**config.mk**
```make
export PLATFORM = sky130hd
export DESIGN_NAME = ranked_score_table_update
export DESIGN_NICKNAME = d
export VERILOG_FILES = /design/src/rtl/core/rstu_pkg.sv /design/src/rtl/core/rstu_ctrl.sv /design/src/rtl/core/rstu_dp.sv /design/src/rtl/core/ranked_score_table_update.sv
export SDC_FILE = /design/constraint.sdc
export NUM_CORES = 1
export LEC_CHECK = 0
export CAP_MARGIN = 25
export CORE_ASPECT_RATIO = 0.75
export CORE_UTILIZATION = 57
export DETAILED_ROUTE_END_ITERATION = 8
export DONT_BUFFER_PORTS = 1
export HOLD_SLACK_MARGIN = 0.02
export PLACE_DENSITY = 0.75
export SLEW_MARGIN = 20
export SYNTH_ARGS = -nofsm -noshare
export SYNTH_HDL_FRONTEND = slang
export SYNTH_HIERARCHICAL = 1
export SYNTH_SLANG_ARGS = --single-unit
```
**constraint.sdc**
```tcl
create_clock -name clk -period 4.1 [get_ports clk]
set_input_delay 0 -clock clk [delete_from_list [all_inputs] [get_ports clk]]
set_output_delay 0 -clock clk [all_outputs]
set_load 0.02 [all_outputs]
```
**src/rtl/core/rstu_pkg.sv**
```systemverilog
`timescale 1ns / 1ps

package rstu_pkg;

  localparam int MAX_ENTRIES = 16;
  localparam int MAX_COLUMNS = 8;

  localparam int RANK_W  = $clog2(MAX_ENTRIES);
  localparam int COL_W   = $clog2(MAX_COLUMNS);
  localparam int ROWS_W  = RANK_W + 1;
  localparam int CELL_AW = RANK_W + COL_W;
  localparam int PTS_W   = 16;
  localparam int TOT_W   = 32;

  typedef enum logic [1:0] {
    STATUS_OK       = 2'd0,
    STATUS_RANK_ERR = 2'd1,
    STATUS_COL_ERR  = 2'd2
  } status_t;

  typedef enum logic [2:0] {
    S_IDLE,
    S_CHECK,
    S_RD_SLOT,
    S_UPD,
    S_ABOVE,
    S_CMP,
    S_FIN,
    S_DONE
  } fsm_t;

  // controller -> datapath
  typedef struct packed {
    logic load_in;    // capture input word
    logic rd_rank;    // read rank table at the requested rank
    logic cap_slot;   // latch slot, read its total and cell
    logic upd;        // write saturated cell and total
    logic rd_cur_m1;  // read rank table one above current rank
    logic cap_above;  // latch neighbour slot, read its total
    logic rd_cur_m2;  // read rank table two above (overlapped with a move)
    logic move;       // neighbour drops one place, current rank steps up
    logic place;      // park the updated slot at current rank
    logic load_out;   // load result word
  } cmd_t;

  // datapath -> controller
  typedef struct packed {
    logic err;
    logic cur_zero;
    logic cur_one;
    logic move_ok;
    logic out_free;
  } sts_t;

  function automatic logic signed [TOT_W-1:0] sat_add(
    input logic signed [TOT_W-1:0] a,
    input logic signed [PTS_W-1:0] b
  );
    logic signed [TOT_W:0] s;
    logic signed [TOT_W-1:0] res;
    s = {a[TOT_W-1], a} + {{(TOT_W+1-PTS_W){b[PTS_W-1]}}, b};
    if (s[TOT_W] != s[TOT_W-1]) begin
      res = s[TOT_W] ? {1'b1, {(TOT_W-1){1'b0}}} : {1'b0, {(TOT_W-1){1'b1}}};
    end else begin
      res = s[TOT_W-1:0];
    end
    return res;
  endfunction

endpackage

```
**src/rtl/core/rstu_ctrl.sv**
```systemverilog
`timescale 1ns / 1ps

module rstu_ctrl (
  input  logic          clk,
  input  logic          rst_n,
  input  logic          in_valid,
  output logic          in_ready,
  input  rstu_pkg::sts_t sts,
  output rstu_pkg::cmd_t cmd
);
  import rstu_pkg::*;

  fsm_t state_r, state_nxt;

  always_ff @(posedge clk) begin
    if (!rst_n) begin
      state_r <= S_IDLE;
    end else begin
      state_r <= state_nxt;
    end
  end

  always_comb begin
    state_nxt = state_r;
    cmd       = '0;
    in_ready  = 1'b0;
    case (state_r)
      S_IDLE: begin
        in_ready = 1'b1;
        if (in_valid) begin
          cmd.load_in = 1'b1;
          state_nxt   = S_CHECK;
        end
      end
      S_CHECK: begin
        if (sts.err) begin
          state_nxt = S_DONE;
        end else begin
          cmd.rd_rank = 1'b1;
          state_nxt   = S_RD_SLOT;
        end
      end
      S_RD_SLOT: begin
        cmd.cap_slot = 1'b1;
        state_nxt    = S_UPD;
      end
      S_UPD: begin
        cmd.upd = 1'b1;
        if (sts.cur_zero) begin
          state_nxt = S_DONE;
        end else begin
          cmd.rd_cur_m1 = 1'b1;
          state_nxt     = S_ABOVE;
        end
      end
      S_ABOVE: begin
        cmd.cap_above = 1'b1;
        state_nxt     = S_CMP;
      end
      S_CMP: begin
        if (sts.move_ok) begin
          cmd.move = 1'b1;
          if (sts.cur_one) begin
            state_nxt = S_FIN;
          end else begin
            cmd.rd_cur_m2 = 1'b1;
            state_nxt     = S_ABOVE;
          end
        end else begin
          cmd.place = 1'b1;
          state_nxt = S_DONE;
        end
      end
      S_FIN: begin
        cmd.place = 1'b1;
        state_nxt = S_DONE;
      end
      S_DONE: begin
        if (sts.out_free) begin
          cmd.load_out = 1'b1;
          state_nxt    = S_IDLE;
        end
      end
      default: begin
        state_nxt = S_IDLE;
      end
    endcase
  end

endmodule

```
**src/rtl/core/rstu_dp.sv**
```systemverilog
`timescale 1ns / 1ps

module rstu_dp (
  input  logic                                  clk,
  input  logic                                  rst_n,
  input  rstu_pkg::cmd_t                        cmd,
  output rstu_pkg::sts_t                        sts,
  input  logic                                  cfg_valid,
  input  logic [rstu_pkg::ROWS_W-1:0]           cfg_rows_in_use,
  input  logic [rstu_pkg::RANK_W-1:0]           in_rank_position,
  input  logic [rstu_pkg::COL_W-1:0]            in_column,
  input  logic signed [rstu_pkg::PTS_W-1:0]     in_points,
  output logic                                  out_valid,
  input  logic                                  out_ready,
  output logic [1:0]                            out_status,
  output logic [rstu_pkg::RANK_W-1:0]           out_new_rank,
  output logic signed [rstu_pkg::TOT_W-1:0]     out_new_total
);
  import rstu_pkg::*;

  logic [ROWS_W-1:0]        rows_in_use_r;
  logic [ROWS_W-1:0]        used;
  logic [RANK_W-1:0]        rank_r, cur_r, slot_r, above_r;
  logic [COL_W-1:0]         col_r;
  logic signed [PTS_W-1:0]  pts_r;
  logic signed [TOT_W-1:0]  total_r;
  status_t                  code_r, code_nxt;

  // rank table, totals, cells; valid bits give the reset contents
  logic [RANK_W-1:0]        r2s_mem_r [MAX_ENTRIES];
  logic [MAX_ENTRIES-1:0]   r2s_vld_r;
  logic [RANK_W-1:0]        r2s_q;
  logic signed [TOT_W-1:0]  tot_mem_r [MAX_ENTRIES];
  logic [MAX_ENTRIES-1:0]   tot_vld_r;
  logic signed [TOT_W-1:0]  tot_q;
  logic signed [TOT_W-1:0]  cell_mem_r [MAX_ENTRIES*MAX_COLUMNS];
  logic [MAX_ENTRIES*MAX_COLUMNS-1:0] cell_vld_r;
  logic signed [TOT_W-1:0]  cell_q;

  logic                     r2s_rd, r2s_wr;
  logic [RANK_W-1:0]        r2s_ra, r2s_wd;
  logic [CELL_AW-1:0]       cell_ra, cell_wa;
  logic signed [TOT_W-1:0]  tot_sum, cell_sum;
  logic                     out_valid_r;
  status_t                  out_status_r;
  logic [RANK_W-1:0]        out_rank_r;
  logic signed [TOT_W-1:0]  out_total_r;

  // config register
  always_ff @(posedge clk) begin
    if (!rst_n) begin
      rows_in_use_r <= ROWS_W'(MAX_ENTRIES);
    end else if (cfg_valid) begin
      rows_in_use_r <= cfg_rows_in_use;
    end
  end

  assign used = (rows_in_use_r > ROWS_W'(MAX_ENTRIES)) ? ROWS_W'(MAX_ENTRIES) : rows_in_use_r;

  always_comb begin
    if ({1'b0, in_rank_position} >= used) begin
      code_nxt = STATUS_RANK_ERR;
    end else if ((COL_W+1)'(in_column) >= (COL_W+1)'(MAX_COLUMNS)) begin
      code_nxt = STATUS_COL_ERR;
    end else begin
      code_nxt = STATUS_OK;
    end
  end

  assign tot_sum  = sat_add(tot_q, pts_r);
  assign cell_sum = sat_add(cell_q, pts_r);

  // working registers
  always_ff @(posedge clk) begin
    if (cmd.load_in) begin
      rank_r  <= in_rank_position;
      cur_r   <= in_rank_position;
      col_r   <= in_column;
      pts_r   <= in_points;
      code_r  <= code_nxt;
      total_r <= '0;
    end
    if (cmd.cap_slot) begin
      slot_r <= r2s_q;
    end
    if (cmd.cap_above) begin
      above_r <= r2s_q;
    end
    if (cmd.upd) begin
      total_r <= tot_sum;
    end
    if (cmd.move) begin
      cur_r <= cur_r - RANK_W'(1);
    end
  end

  // rank table port
  always_comb begin
    r2s_ra = rank_r;
    if (cmd.rd_cur_m1) begin
      r2s_ra = cur_r - RANK_W'(1);
    end else if (cmd.rd_cur_m2) begin
      r2s_ra = cur_r - RANK_W'(2);
    end
  end

  assign r2s_rd = cmd.rd_rank | cmd.rd_cur_m1 | cmd.rd_cur_m2;
  assign r2s_wr = cmd.move | cmd.place;
  assign r2s_wd = cmd.move ? above_r : slot_r;

  always_ff @(posedge clk) begin
    if (r2s_wr) begin
      r2s_mem_r[cur_r] <= r2s_wd;
    end
    if (r2s_rd) begin
      r2s_q <= r2s_vld_r[r2s_ra] ? r2s_mem_r[r2s_ra] : r2s_ra;
    end
  end

  // totals and cells
  assign cell_ra = {r2s_q, col_r};
  assign cell_wa = {slot_r, col_r};

  always_ff @(posedge clk) begin
    if (cmd.upd) begin
      tot_mem_r[slot_r]   <= tot_sum;
      cell_mem_r[cell_wa] <= cell_sum;
    end
    if (cmd.cap_slot || cmd.cap_above) begin
      tot_q <= tot_vld_r[r2s_q] ? tot_mem_r[r2s_q] : '0;
    end
    if (cmd.cap_slot) begin
      cell_q <= cell_vld_r[cell_ra] ? cell_mem_r[cell_ra] : '0;
    end
  end

  always_ff @(posedge clk) begin
    if (!rst_n) begin
      r2s_vld_r  <= '0;
      tot_vld_r  <= '0;
      cell_vld_r <= '0;
    end else begin
      if (r2s_wr) begin
        r2s_vld_r[cur_r] <= 1'b1;
      end
      if (cmd.upd) begin
        tot_vld_r[slot_r]   <= 1'b1;
        cell_vld_r[cell_wa] <= 1'b1;
      end
    end
  end

  // result register
  always_ff @(posedge clk) begin
    if (!rst_n) begin
      out_valid_r <= 1'b0;
    end else if (cmd.load_out) begin
      out_valid_r <= 1'b1;
    end else if (out_ready) begin
      out_valid_r <= 1'b0;
    end
  end

  always_ff @(posedge clk) begin
    if (cmd.load_out) begin
      out_status_r <= code_r;
      out_rank_r   <= cur_r;
      out_total_r  <= total_r;
    end
  end

  assign out_valid     = out_valid_r;
  assign out_status    = out_status_r;
  assign out_new_rank  = out_rank_r;
  assign out_new_total = out_total_r;

  always_comb begin
    sts          = '0;
    sts.err      = (code_r != STATUS_OK);
    sts.cur_zero = (cur_r == '0);
    sts.cur_one  = (cur_r == RANK_W'(1));
    sts.move_ok  = (total_r > tot_q);
    sts.out_free = !out_valid_r || out_ready;
  end

endmodule

```
**src/rtl/core/ranked_score_table_update.sv**
```systemverilog
`timescale 1ns / 1ps

// Channel  Dir  Ports                                             Notes
// -------  ---  ------------------------------------------------  ---------------------
// cfg      in   cfg_valid cfg_ready cfg_rows_in_use                 ready always high
// in       in   in_valid in_ready in_rank_position in_column in_points  one word in flight
// out      out  out_valid out_ready out_status out_new_rank out_new_total  registered
//
// Each word is checked first; a rank or column error goes straight to the
// result. Otherwise the entry's slot is read and its cell and total updated,
// then it climbs one place per step while its new total strictly beats the
// neighbour's, until it reaches the top; each climb step reads the neighbour
// slot, then its total, from registered-read memories.
// Reset (rst_n low, synchronous) empties all stores at once through per-entry
// valid bits; no clearing sweep. The result register frees the controller,
// so a new word is taken while the last result still waits on out_ready;
// a held result only stalls the next word at its final step.

module ranked_score_table_update (
  input  logic                               clk,
  input  logic                               rst_n,
  input  logic                               cfg_valid,
  output logic                               cfg_ready,
  input  logic [rstu_pkg::ROWS_W-1:0]        cfg_rows_in_use,
  input  logic                               in_valid,
  output logic                               in_ready,
  input  logic [rstu_pkg::RANK_W-1:0]        in_rank_position,
  input  logic [rstu_pkg::COL_W-1:0]         in_column,
  input  logic signed [rstu_pkg::PTS_W-1:0]  in_points,
  output logic                               out_valid,
  input  logic                               out_ready,
  output logic [1:0]                         out_status,
  output logic [rstu_pkg::RANK_W-1:0]        out_new_rank,
  output logic signed [rstu_pkg::TOT_W-1:0]  out_new_total
);
  import rstu_pkg::*;

  cmd_t cmd;
  sts_t sts;

  // config writes must land only while idle; the block does not enforce it and gives no back-pressure
  assign cfg_ready = 1'b1;

  rstu_ctrl u_ctrl (
    .clk      (clk),
    .rst_n    (rst_n),
    .in_valid (in_valid),
    .in_ready (in_ready),
    .sts      (sts),
    .cmd      (cmd)
  );

  rstu_dp u_dp (
    .clk              (clk),
    .rst_n            (rst_n),
    .cmd              (cmd),
    .sts              (sts),
    .cfg_valid        (cfg_valid),
    .cfg_rows_in_use  (cfg_rows_in_use),
    .in_rank_position (in_rank_position),
    .in_column        (in_column),
    .in_points        (in_points),
    .out_valid        (out_valid),
    .out_ready        (out_ready),
    .out_status       (out_status),
    .out_new_rank     (out_new_rank),
    .out_new_total    (out_new_total)
  );

endmodule

```
-- Word level (Yosys, flattened, before mapping)
Memory sizes are Yosys's and may differ from the RTL's. A register that Yosys moved wholly into a read port is not among the register bits.
Index checks and enable logic that the tools add are counted.
- flip-flop bits (word level): 149
- bits in writable memories: 576
- bits of input ports: 33
- output and inout port bits: 41
- word-level logic and storage cells: 108
- memories: 2
- add/subtract/negate cells: 3
- magnitude comparators: 9
- eq/ne operators: 11
- mux-type cells: 49
- bitwise gates (word level): 5
- reductions and logical operators: 13
- memory list (memory ; depth ; bits a word ; read ports ; clocked after Yosys merged registers in ; write ports ; RTL line ; source):
    u_dp.tot_mem_r ; 16 ; 32 ; 1 ; 1 ; 1 ; rstu_dp.sv:33 ; logic signed [TOT_W-1:0] tot_mem_r [MAX_ENTRIES];
    u_dp.r2s_mem_r ; 16 ; 4 ; 1 ; 0 ; 1 ; rstu_dp.sv:30 ; logic [RANK_W-1:0] r2s_mem_r [MAX_ENTRIES];
- operators with widths (operator ; count):
    $mux W32 ; 4
    $add A32 B16 Y33 ; 1
    $gt A32 B32 Y1 ; 1
    $or A16 B16 Y16 ; 2
    $mux W4 ; 6
    $pmux W3 S8 ; 1
    $mux W1 ; 23
    $lt A4 B5 Y1 const B ; 4
    $eq A3 B3 Y1 const B ; 4
    $mux W3 ; 4
    $mux W2 ; 5
    $bmux W1 S4 ; 2
    $demux W1 S4 ; 2
    $ge A4 B1 Y1 const B ; 2
    $reduce_bool A2 Y1 ; 4
    $eq A3 B2 Y1 const B ; 2
    $ge A4 B5 Y1 ; 1
    $gt A5 B5 Y1 const B ; 1
    $mux W5 ; 1
    $eq A4 B1 Y1 const B ; 1
    $logic_not A4 Y1 ; 1
    $ne A2 B2 Y1 const B ; 2
    $sub A4 B1 Y4 const B ; 1
    $sub A4 B2 Y4 const B ; 1
    other kinds (9) ; 14

-- Longest topological paths before layout
Gate-level depths: netlist of run 1.
- depth after elaboration: 9
- depth in mapped cells: 21
- gate-level depth less buffers: 20

-- Hierarchy
The synthesis of run 1 kept the hierarchy.
- modules (own cells, without submodules) (module ; instances ; cells each ; area each (µm²) ; seq. area each (µm²)):
    rstu_dp ; 1 ; 1726 ; 31676.6 ; 22201.3
    rstu_ctrl ; 1 ; 34 ; 285.3 ; 60.1
    ranked_score_table_update ; 1 ; 2 ; 11.3 ; 0.0

-- Worst setup path after synthesis of run 1
Ideal clock, no wire load.
- path kind: register to register
- start point: register u_dp.tot_q[1] (read register of u_dp.tot_mem_r)
- end point: register u_dp.r2s_q[0], data pin
- setup time: 267 ps
- arrival time: 4000 ps
- data required time: 3833 ps
- slack: -167 ps
- cell stages (with the launch flop): 20
- buffers on the path: 1
- period minus slack after synthesis: 4267 ps
- cell sequence: edfxtp_1 -> inv_1 -> ha_1 -> nor2b_1 -> o21ai_0 -> nand2b_1 -> a21oi_1 -> o21ai_0 -> nor2b_1 -> a2111oi_0 -> a31oi_1 -> and3_1 -> and2b_1 -> nor3b_1 -> a221oi_2 -> buf_4 -> mux4_2 -> mux2_2 -> o211ai_1 -> o21ai_0
- RTL lines (what ; RTL line ; source):
    start, declared ; rstu_dp.sv:35 ; logic signed [TOT_W-1:0] tot_q;
    end signal, assigned ; rstu_dp.sv:116 ; r2s_q <= r2s_vld_r[r2s_ra] ? r2s_mem_r[r2s_ra] : r2s_ra;
    end, declared ; rstu_dp.sv:32 ; logic [RANK_W-1:0] r2s_q;

==> results of run 1 <==
-- cell type report --
type / count / area, µm² / area share
clock buffer: 82 / 1860 / 0.0502
sequential: 755 / 22300 / 0.601
tap: 722 / 903 / 0.0244
timing repair buffer: 234 / 1990 / 0.0537
clock inverter: 48 / 415 / 0.0112
inverter: 54 / 203 / 0.00547
multi-input combinational: 873 / 9420 / 0.254
-- synth_stat cells (all sizes together) (41+ instances only) --
cell    instances  area, µm²
a21oi          62        359
buf            42        297
dfxtp          41        821
edfxtp        714      21400
ha             74        926
inv            54        203
mux4          182       4100
nand2          45        169
nor2           63        241
nor2b          52        333
o21ai          73        380
-- what timing repair did --
| action | 4_1_cts | 5_1_grt |
|---|---|---|
| setup endpoints to repair | 4 | 52 |
| pin swaps | 15 | 13 |
| hold buffers | 48 | 0 |
| buffers inserted | 12 | 6 |
| resized for setup | 21 | 15 |
| gates cloned | 1 | 0 |
| endpoints found under the hold margin | 87 | 0 |
-- sequential cells by signal (all words and copies together), names as in the netlist, 5 cells and up --
register,flops
u_dp/r2s_vld_r,16
u_dp/tot_vld_r,16
u_dp/tot_q,32
u_dp/pts_r,16
u_dp/rows_in_use_r,5
u_dp/tot_mem_r,512
u_dp/out_new_total,32
u_dp/r2s_mem_r,64
u_dp/total_r,32
-- stage by stage --
| step | util | setup WS [ns] | cells | hold WS, ns | setup TNS, ns |
|---|---|---|---|---|---|
| after floorplan | - | -0.0839 | 1762 | 0.0989 | -0.252 |
| after detailed placement | 0.618 | -0.518 | 2572 | 0.0737 | -1.95 |
| after CTS | 0.673 | -0.152 | 2763 | 0.0342 | -0.549 |
| after global placement | 0.618 | -0.349 | 2572 | 0.0686 | -1.28 |
| final | 0.675 | -0.214 | 2768 | 0.0696 | -0.762 |
| after global routing | 0.675 | -0.359 | 2768 | 0.0685 | -1.39 |
-- power groups by stage --
stage                     logic [mW]  registers, mW  clock network [mW]
final                           8.09           11.1                6.47
after global routing            8.73           11.2                6.84
after CTS                       7.95           11.1                6.56
after detailed placement        7.72           11.3                   0
after global placement          7.43           11.3                   0
after floorplan                 4.88           11.2                   0
-- kinds of logic (layout without fill, tap and decap cells) --
logic type,Yosys count,count (layout),share of synthesized area
flops,755,755,0.696
simple gates,276,276,0.0456
compound gates,274,274,0.0607
mux,212,212,0.138
buf+inv,134,418,0.0203
fa+ha+maj,75,75,0.0296
xor+xnor,34,34,0.00931
other cells,2,2,0.000235
-- worst max path at each step --
stage | start | end | slack, ns | cells past startpoint
3_5_place_dp | u_dp/tot_q[5] | u_dp/r2s_q[2] | -0.52 | 18
5_1_grt | u_dp/tot_q[25] | u_dp/r2s_q[0] | -0.36 | 20
2_1_floorplan | u_dp/tot_q[5] | u_dp/r2s_q[3] | -0.08 | 17
6_report | u_dp/total_r[26] | u_dp/r2s_q[2] | -0.21 | 17
3_3_place_gp | u_dp/tot_q[5] | u_dp/r2s_q[2] | -0.35 | 18
4_1_cts | u_dp/total_r[17] | u_dp/r2s_q[3] | -0.15 | 16
-- critical path, cell delays in order (launching register included) --
cell       delay [ns]
edfxtp_1         0.45
ha_4             0.30
nand4_1          0.14
nor4_1           0.31
buf_4            0.17
nand3_4          0.08
nor2b_4          0.16
a2111oi_4        0.05
a31oi_2          0.29
and3_4           0.23
and2b_2          0.18
nor2_2           0.07
a221oi_4         0.35
buf_12           0.19
mux4_2           0.53
mux2i_2          0.21
mux2i_2          0.13
a22o_1           0.22
-- layer usage --
| metal | share of wire | vias up | GRT usage |
|---|---|---|---|
| li1 | - | 7558 | - |
| met1 | 0.43 | 9268 | 0.439 |
| met2 | 0.46 | 912 | 0.416 |
| met3 | 0.088 | 115 | 0.0416 |
| met4 | 0.020 | 0 | 0.0718 |
| met5 | 0 | - | 0 |
==> results_dict.tcl, run 1 <==
set metrics [dict create \
    status "finished, violations left" \
    violations "setup timing" \
    reg2reg_from "u_dp/total_r[26]" \
    combPwrFrac 0.315 \
    io_pins 74 \
    die-area_um2 57100 \
    synthArstFlopShare 0 \
    regToRegEndpoint "u_dp/r2s_q[2]" \
    power_mw 25.7 \
    hp-start "in_points[15]" \
    syn_nets 1870 \
    ys_ff_latch 755 \
    setup.worst_path.end_class "flip-flop" \
    hold_viol 0 \
    yosysWarnings 6 \
    p_int_mw 17.6 \
    clockPowerShare 0.252 \
    fillers 3528 \
    crit_type "flip-flop to flip-flop" \
    tightest_slew_ns 0.961 \
    std_cell_rows 74 \
    hp-class "input pin to flip-flop" \
    drive_above_1_share 0.281 \
    fin_crit_ns 4.31 \
    start_util 0.582 \
    synth_edf_count 714 \
    synth.distinct_cells 81 \
    switchingPower_mw 8.10 \
    fin_ws_ns -0.214 \
    dp_hpwl_um 48800 \
    rrSetupSlack_ns -0.21 \
    cts_buffers 71 \
    crit_arrival_ns 4.68 \
    power.density_nw_per_um2 694 \
    grt_pass1_vias 17700 \
    period_share 1.05 \
    total_leakage_power_nw 12.6 \
    fin_nets 2097 \
    ir_drop_mv 0.485 \
    fin_area_um2 37100 \
    syn-instance-count 1762 \
    ant_nets 0 \
    core_um2 54900 \
    syn2layout_area_growth_pct 15.9 \
    die_w_um 275 \
    grt_first_pass_wirelength_um 116000 \
    synth.avg_cell_area_um2 18.1 \
    maxSlewHeadroom 0.359 \
    cts.clk_slew.worst_paths_ns 0.06 \
    place_congestion 0.916 \
    worstPathRequired_ns 4.47 \
    wire_per_inst_um 28.3 \
    cp-start-kind "flip-flop" \
    htreeDepth 3 \
    num_vias 17900 \
    clock_sink_count 755 \
    rsz0062_at_grt "yes" \
    fin_skew_ns 0.0242 \
    hold-path-cell-count 1 \
    synth_flop_cell "edfxtp_1" \
    crit_fanout 8 \
    drv_cap 0 \
    totalWireLength_um 78400 \
    grt_max_degree 64 \
    overflow 0 \
    synth_area_um2 32000 \
    seq_power_share 0.433 \
    layout_commonest_cell "edfxtp_1" \
    grt_util_all_layers 0.280 \
    root_buffer "clkbuf_16" \
    hold_end "u_dp/pts_r[15]" \
    switching_share 0.315 \
    grt_antenna_before_repair 1 \
    seq_area_frac_synth 0.696 \
    n_antenna_cell 0 \
    viasPerCell 6.45 \
    cts_tree "built" \
    die_h_um 207 \
    portBuffers 0 \
    clk_latency_ns 0.62 \
    finalSetupViolCount 4 \
    clk_path_buf_depth 3 \
    dpl-instance-area_um2 34000 \
    layout_common_cells "edfxtp_1, mux4_2, buf_4, clkbuf_16, ha_1" \
    drv_slew 0 \
    drt_iter0_drc 2203 \
    max_clock_freq_ghz 0.232 \
    r2r_cells 17 \
    drt-pass1-iter-count 5 \
    drcViolationCount 0 \
]
Power figures use the tool's default switching activity.
==> run 2: changes to the inputs <==
--- a/config.mk
+++ b/config.mk
@@ -5,11 +5,11 @@
 export SDC_FILE = /design/constraint.sdc
 export NUM_CORES = 1
 export LEC_CHECK = 0
+export BUFFER_PORTS_ARGS = -buffer_cell sky130_fd_sc_hd__buf_2
 export CAP_MARGIN = 25
 export CORE_ASPECT_RATIO = 0.75
-export CORE_UTILIZATION = 57
+export CORE_UTILIZATION = 56
 export DETAILED_ROUTE_END_ITERATION = 8
-export DONT_BUFFER_PORTS = 1
 export HOLD_SLACK_MARGIN = 0.02
 export PLACE_DENSITY = 0.75
 export SLEW_MARGIN = 20
==> run 2 against run 1 <==
The run still ends with setup timing left. Hold slack better by 0.043 ns. Combinational power up 0.7%. Via count is essentially flat. Die area up 1.8%. Clock power fell by 4.3%. Cell area grew 0.17%. Clock skew rose by 0.0027 ns. Critical endpoint is now u_dp/r2s_q[0]. Highest routed layer is now met5.
==> results_dict.tcl, run 2 (synthesis gave the netlist of run 1 again) <==
set metrics [dict create \
    setup.worst_path.end_class "flip-flop" \
    drt-pass1-iter-count 7 \
    ir_drop_mv 0.466 \
    power_mw 25.5 \
    cp-start-kind "flip-flop" \
    totalWireLength_um 77700 \
    tightest_slew_ns 1.00 \
    std_cell_rows 75 \
    crit_fanout 6 \
    period_share 1.05 \
    clockPowerShare 0.243 \
    hp-class "input pin to flip-flop" \
    rsz0062_at_grt "yes" \
    clk_path_buf_depth 3 \
    num_vias 17900 \
    fin_crit_ns 4.30 \
    start_util 0.570 \
    fin_ws_ns -0.195 \
    finalSetupViolCount 4 \
    seq_power_share 0.437 \
    cts.clk_slew.worst_paths_ns 0.06 \
    status "finished, violations left" \
    drv_cap 0 \
    drv_slew 0 \
    crit_path_frequent_cell "mux2i_2" \
    clk_latency_ns 0.61 \
    crit_chain "ha_4 -> nand4_1 -> nor4_2 -> buf_4 -> nand3_4 -> o32ai_4 -> a31oi_2 -> and3_1 -> and2b_2 -> nor3b_4 -> a221oi_4 -> buf_12 -> mux4_2 -> mux2i_2 -> mux2i_2 -> o211ai_1 -> o21ai_1" \
    htreeDepth 3 \
    fin_skew_ns 0.0269 \
    io_pins 74 \
    layout_common_cells "edfxtp_1, mux4_2, buf_4, clkbuf_16, ha_1" \
    hold_viol 0 \
    layout_commonest_cell "edfxtp_1" \
    place_congestion 0.929 \
    die_w_um 278 \
    place_ws_ns -0.378 \
    grt_util_all_layers 0.273 \
    core_um2 56100 \
    viasPerCell 6.36 \
    ant_nets 0 \
    fillers 3722 \
    crit_type "flip-flop to flip-flop" \
    fin_area_um2 37100 \
    p_int_mw 17.4 \
    drt_iter0_drc 1958 \
    overflow 0 \
    dpl-instance-area_um2 34300 \
    seqCellArea_um2 22300 \
    grt_pass1_vias 17800 \
    grt_antenna_before_repair 1 \
    crit_family "simple AND/OR/NAND/NOR gates" \
    power.density_nw_per_um2 687 \
    violations "setup timing" \
    worstPathRequired_ns 4.45 \
    dp_hpwl_um 47800 \
    crit_arrival_ns 4.65 \
    max_clock_freq_ghz 0.233 \
    cts_buffers 71 \
    n_antenna_cell 0 \
    crit_path_top_delay_cell "mux4_2" \
    root_buffer "clkbuf_16" \
    biggestRegsByFlops "u_dp/tot_mem_r x512, u_dp/r2s_mem_r x64" \
    die-area_um2 58100 \
    switchingPower_mw 8.11 \
    switching_share 0.318 \
    portBuffers 68 \
    cts_tree "built" \
    grt_first_pass_wirelength_um 115000 \
    syn2layout_area_growth_pct 16.1 \
    combPwrFrac 0.320 \
    die_h_um 209 \
    clock_sink_count 755 \
    wire_per_inst_um 27.7 \
    top_register "u_dp/tot_mem_r" \
    maxSlewHeadroom 0.332 \
    multi_input_area_um2 9380 \
    total_leakage_power_nw 12.7 \
    drcViolationCount 0 \
    path_buf_inv 2 \
    largest_reg_flops 512 \
    fin_nets 2134 \
    drive_above_1_share 0.289 \
    grt_max_degree 41 \
    cp_slowest_stage_delay_ns 0.53 \
]
## run 2: cell count changes in the layout (fill, tap and decap cells not counted), moves of 7 or more
cell,delta
clkbuf_1,+13
buf_12,+9
clkinv_1,-7
buf_4,-31
dlygate4sd3_1,-10
buf_2,+68
## run 2: final timing paths
| kind | startpoint | endpoint | slack, ns | depth (start not counted) |
|---|---|---|---|---|
| worst max-delay path | u_dp/total_r[29] | u_dp/r2s_q[0] | -0.20 | 17 |
| worst min-delay path | in_points[2] | u_dp/pts_r[2] | 0.11 | 2 |
| worst min register to register | u_dp/tot_vld_r[6] | u_dp/tot_vld_r[6] | 0.46 | 1 |
| worst max register to register | u_dp/total_r[29] | u_dp/r2s_q[0] | -0.20 | 17 |
## run 2: routing by layer
metal	GRT usage	routed length (µm)
met5	0	13
met4	0.0861	2240
met3	0.0520	6300
met2	0.410	35300
met1	0.408	33800
## run 2: power groups by stage
| stage | Clock [mW] | Sequential [mW] | Combinational, mW |
|---|---|---|---|
| global placement | 0 | 11.3 | 7.58 |
| global route | 6.57 | 11.2 | 8.75 |
| finish | 6.19 | 11.2 | 8.15 |
| CTS | 6.29 | 11.1 | 8.02 |
| floorplan | 0 | 11.2 | 4.88 |
| detailed placement | 0 | 11.3 | 7.82 |
## run 2: what timing repair did
action | CTS | global route
setup buffers | 9 | 3
pin swaps | 14 | 11
cloned | 1 | 0
endpoints found under the hold margin | 65 | 0
hold buffers | 37 | 0
resized for setup | 18 | 14
endpoints found under the setup margin | 4 | 53
## run 2: through the flow
| stage | cells | hold WS [ns] | setup TNS (ns) | utilization |
|---|---|---|---|---|
| after floorplan | 1762 | 0.0989 | -0.252 | - |
| after global placement | 2634 | 0.179 | -0.930 | 0.611 |
| after detailed placement | 2634 | 0.178 | -1.44 | 0.611 |
| after CTS | 2806 | 0.0887 | -0.434 | 0.659 |
| after global routing | 2809 | 0.115 | -1.45 | 0.661 |
| final | 2809 | 0.113 | -0.716 | 0.661 |
## run 2: final cells by class
class / instances / area share
Inverter: 54 / 0.00546
Timing Repair Buffer: 271 / 0.0594
Clock inverter: 28 / 0.00550
Sequential cell: 755 / 0.600
Tap cell: 731 / 0.0246
Multi-Input combinational cell: 873 / 0.253
Clock buffer: 97 / 0.0525
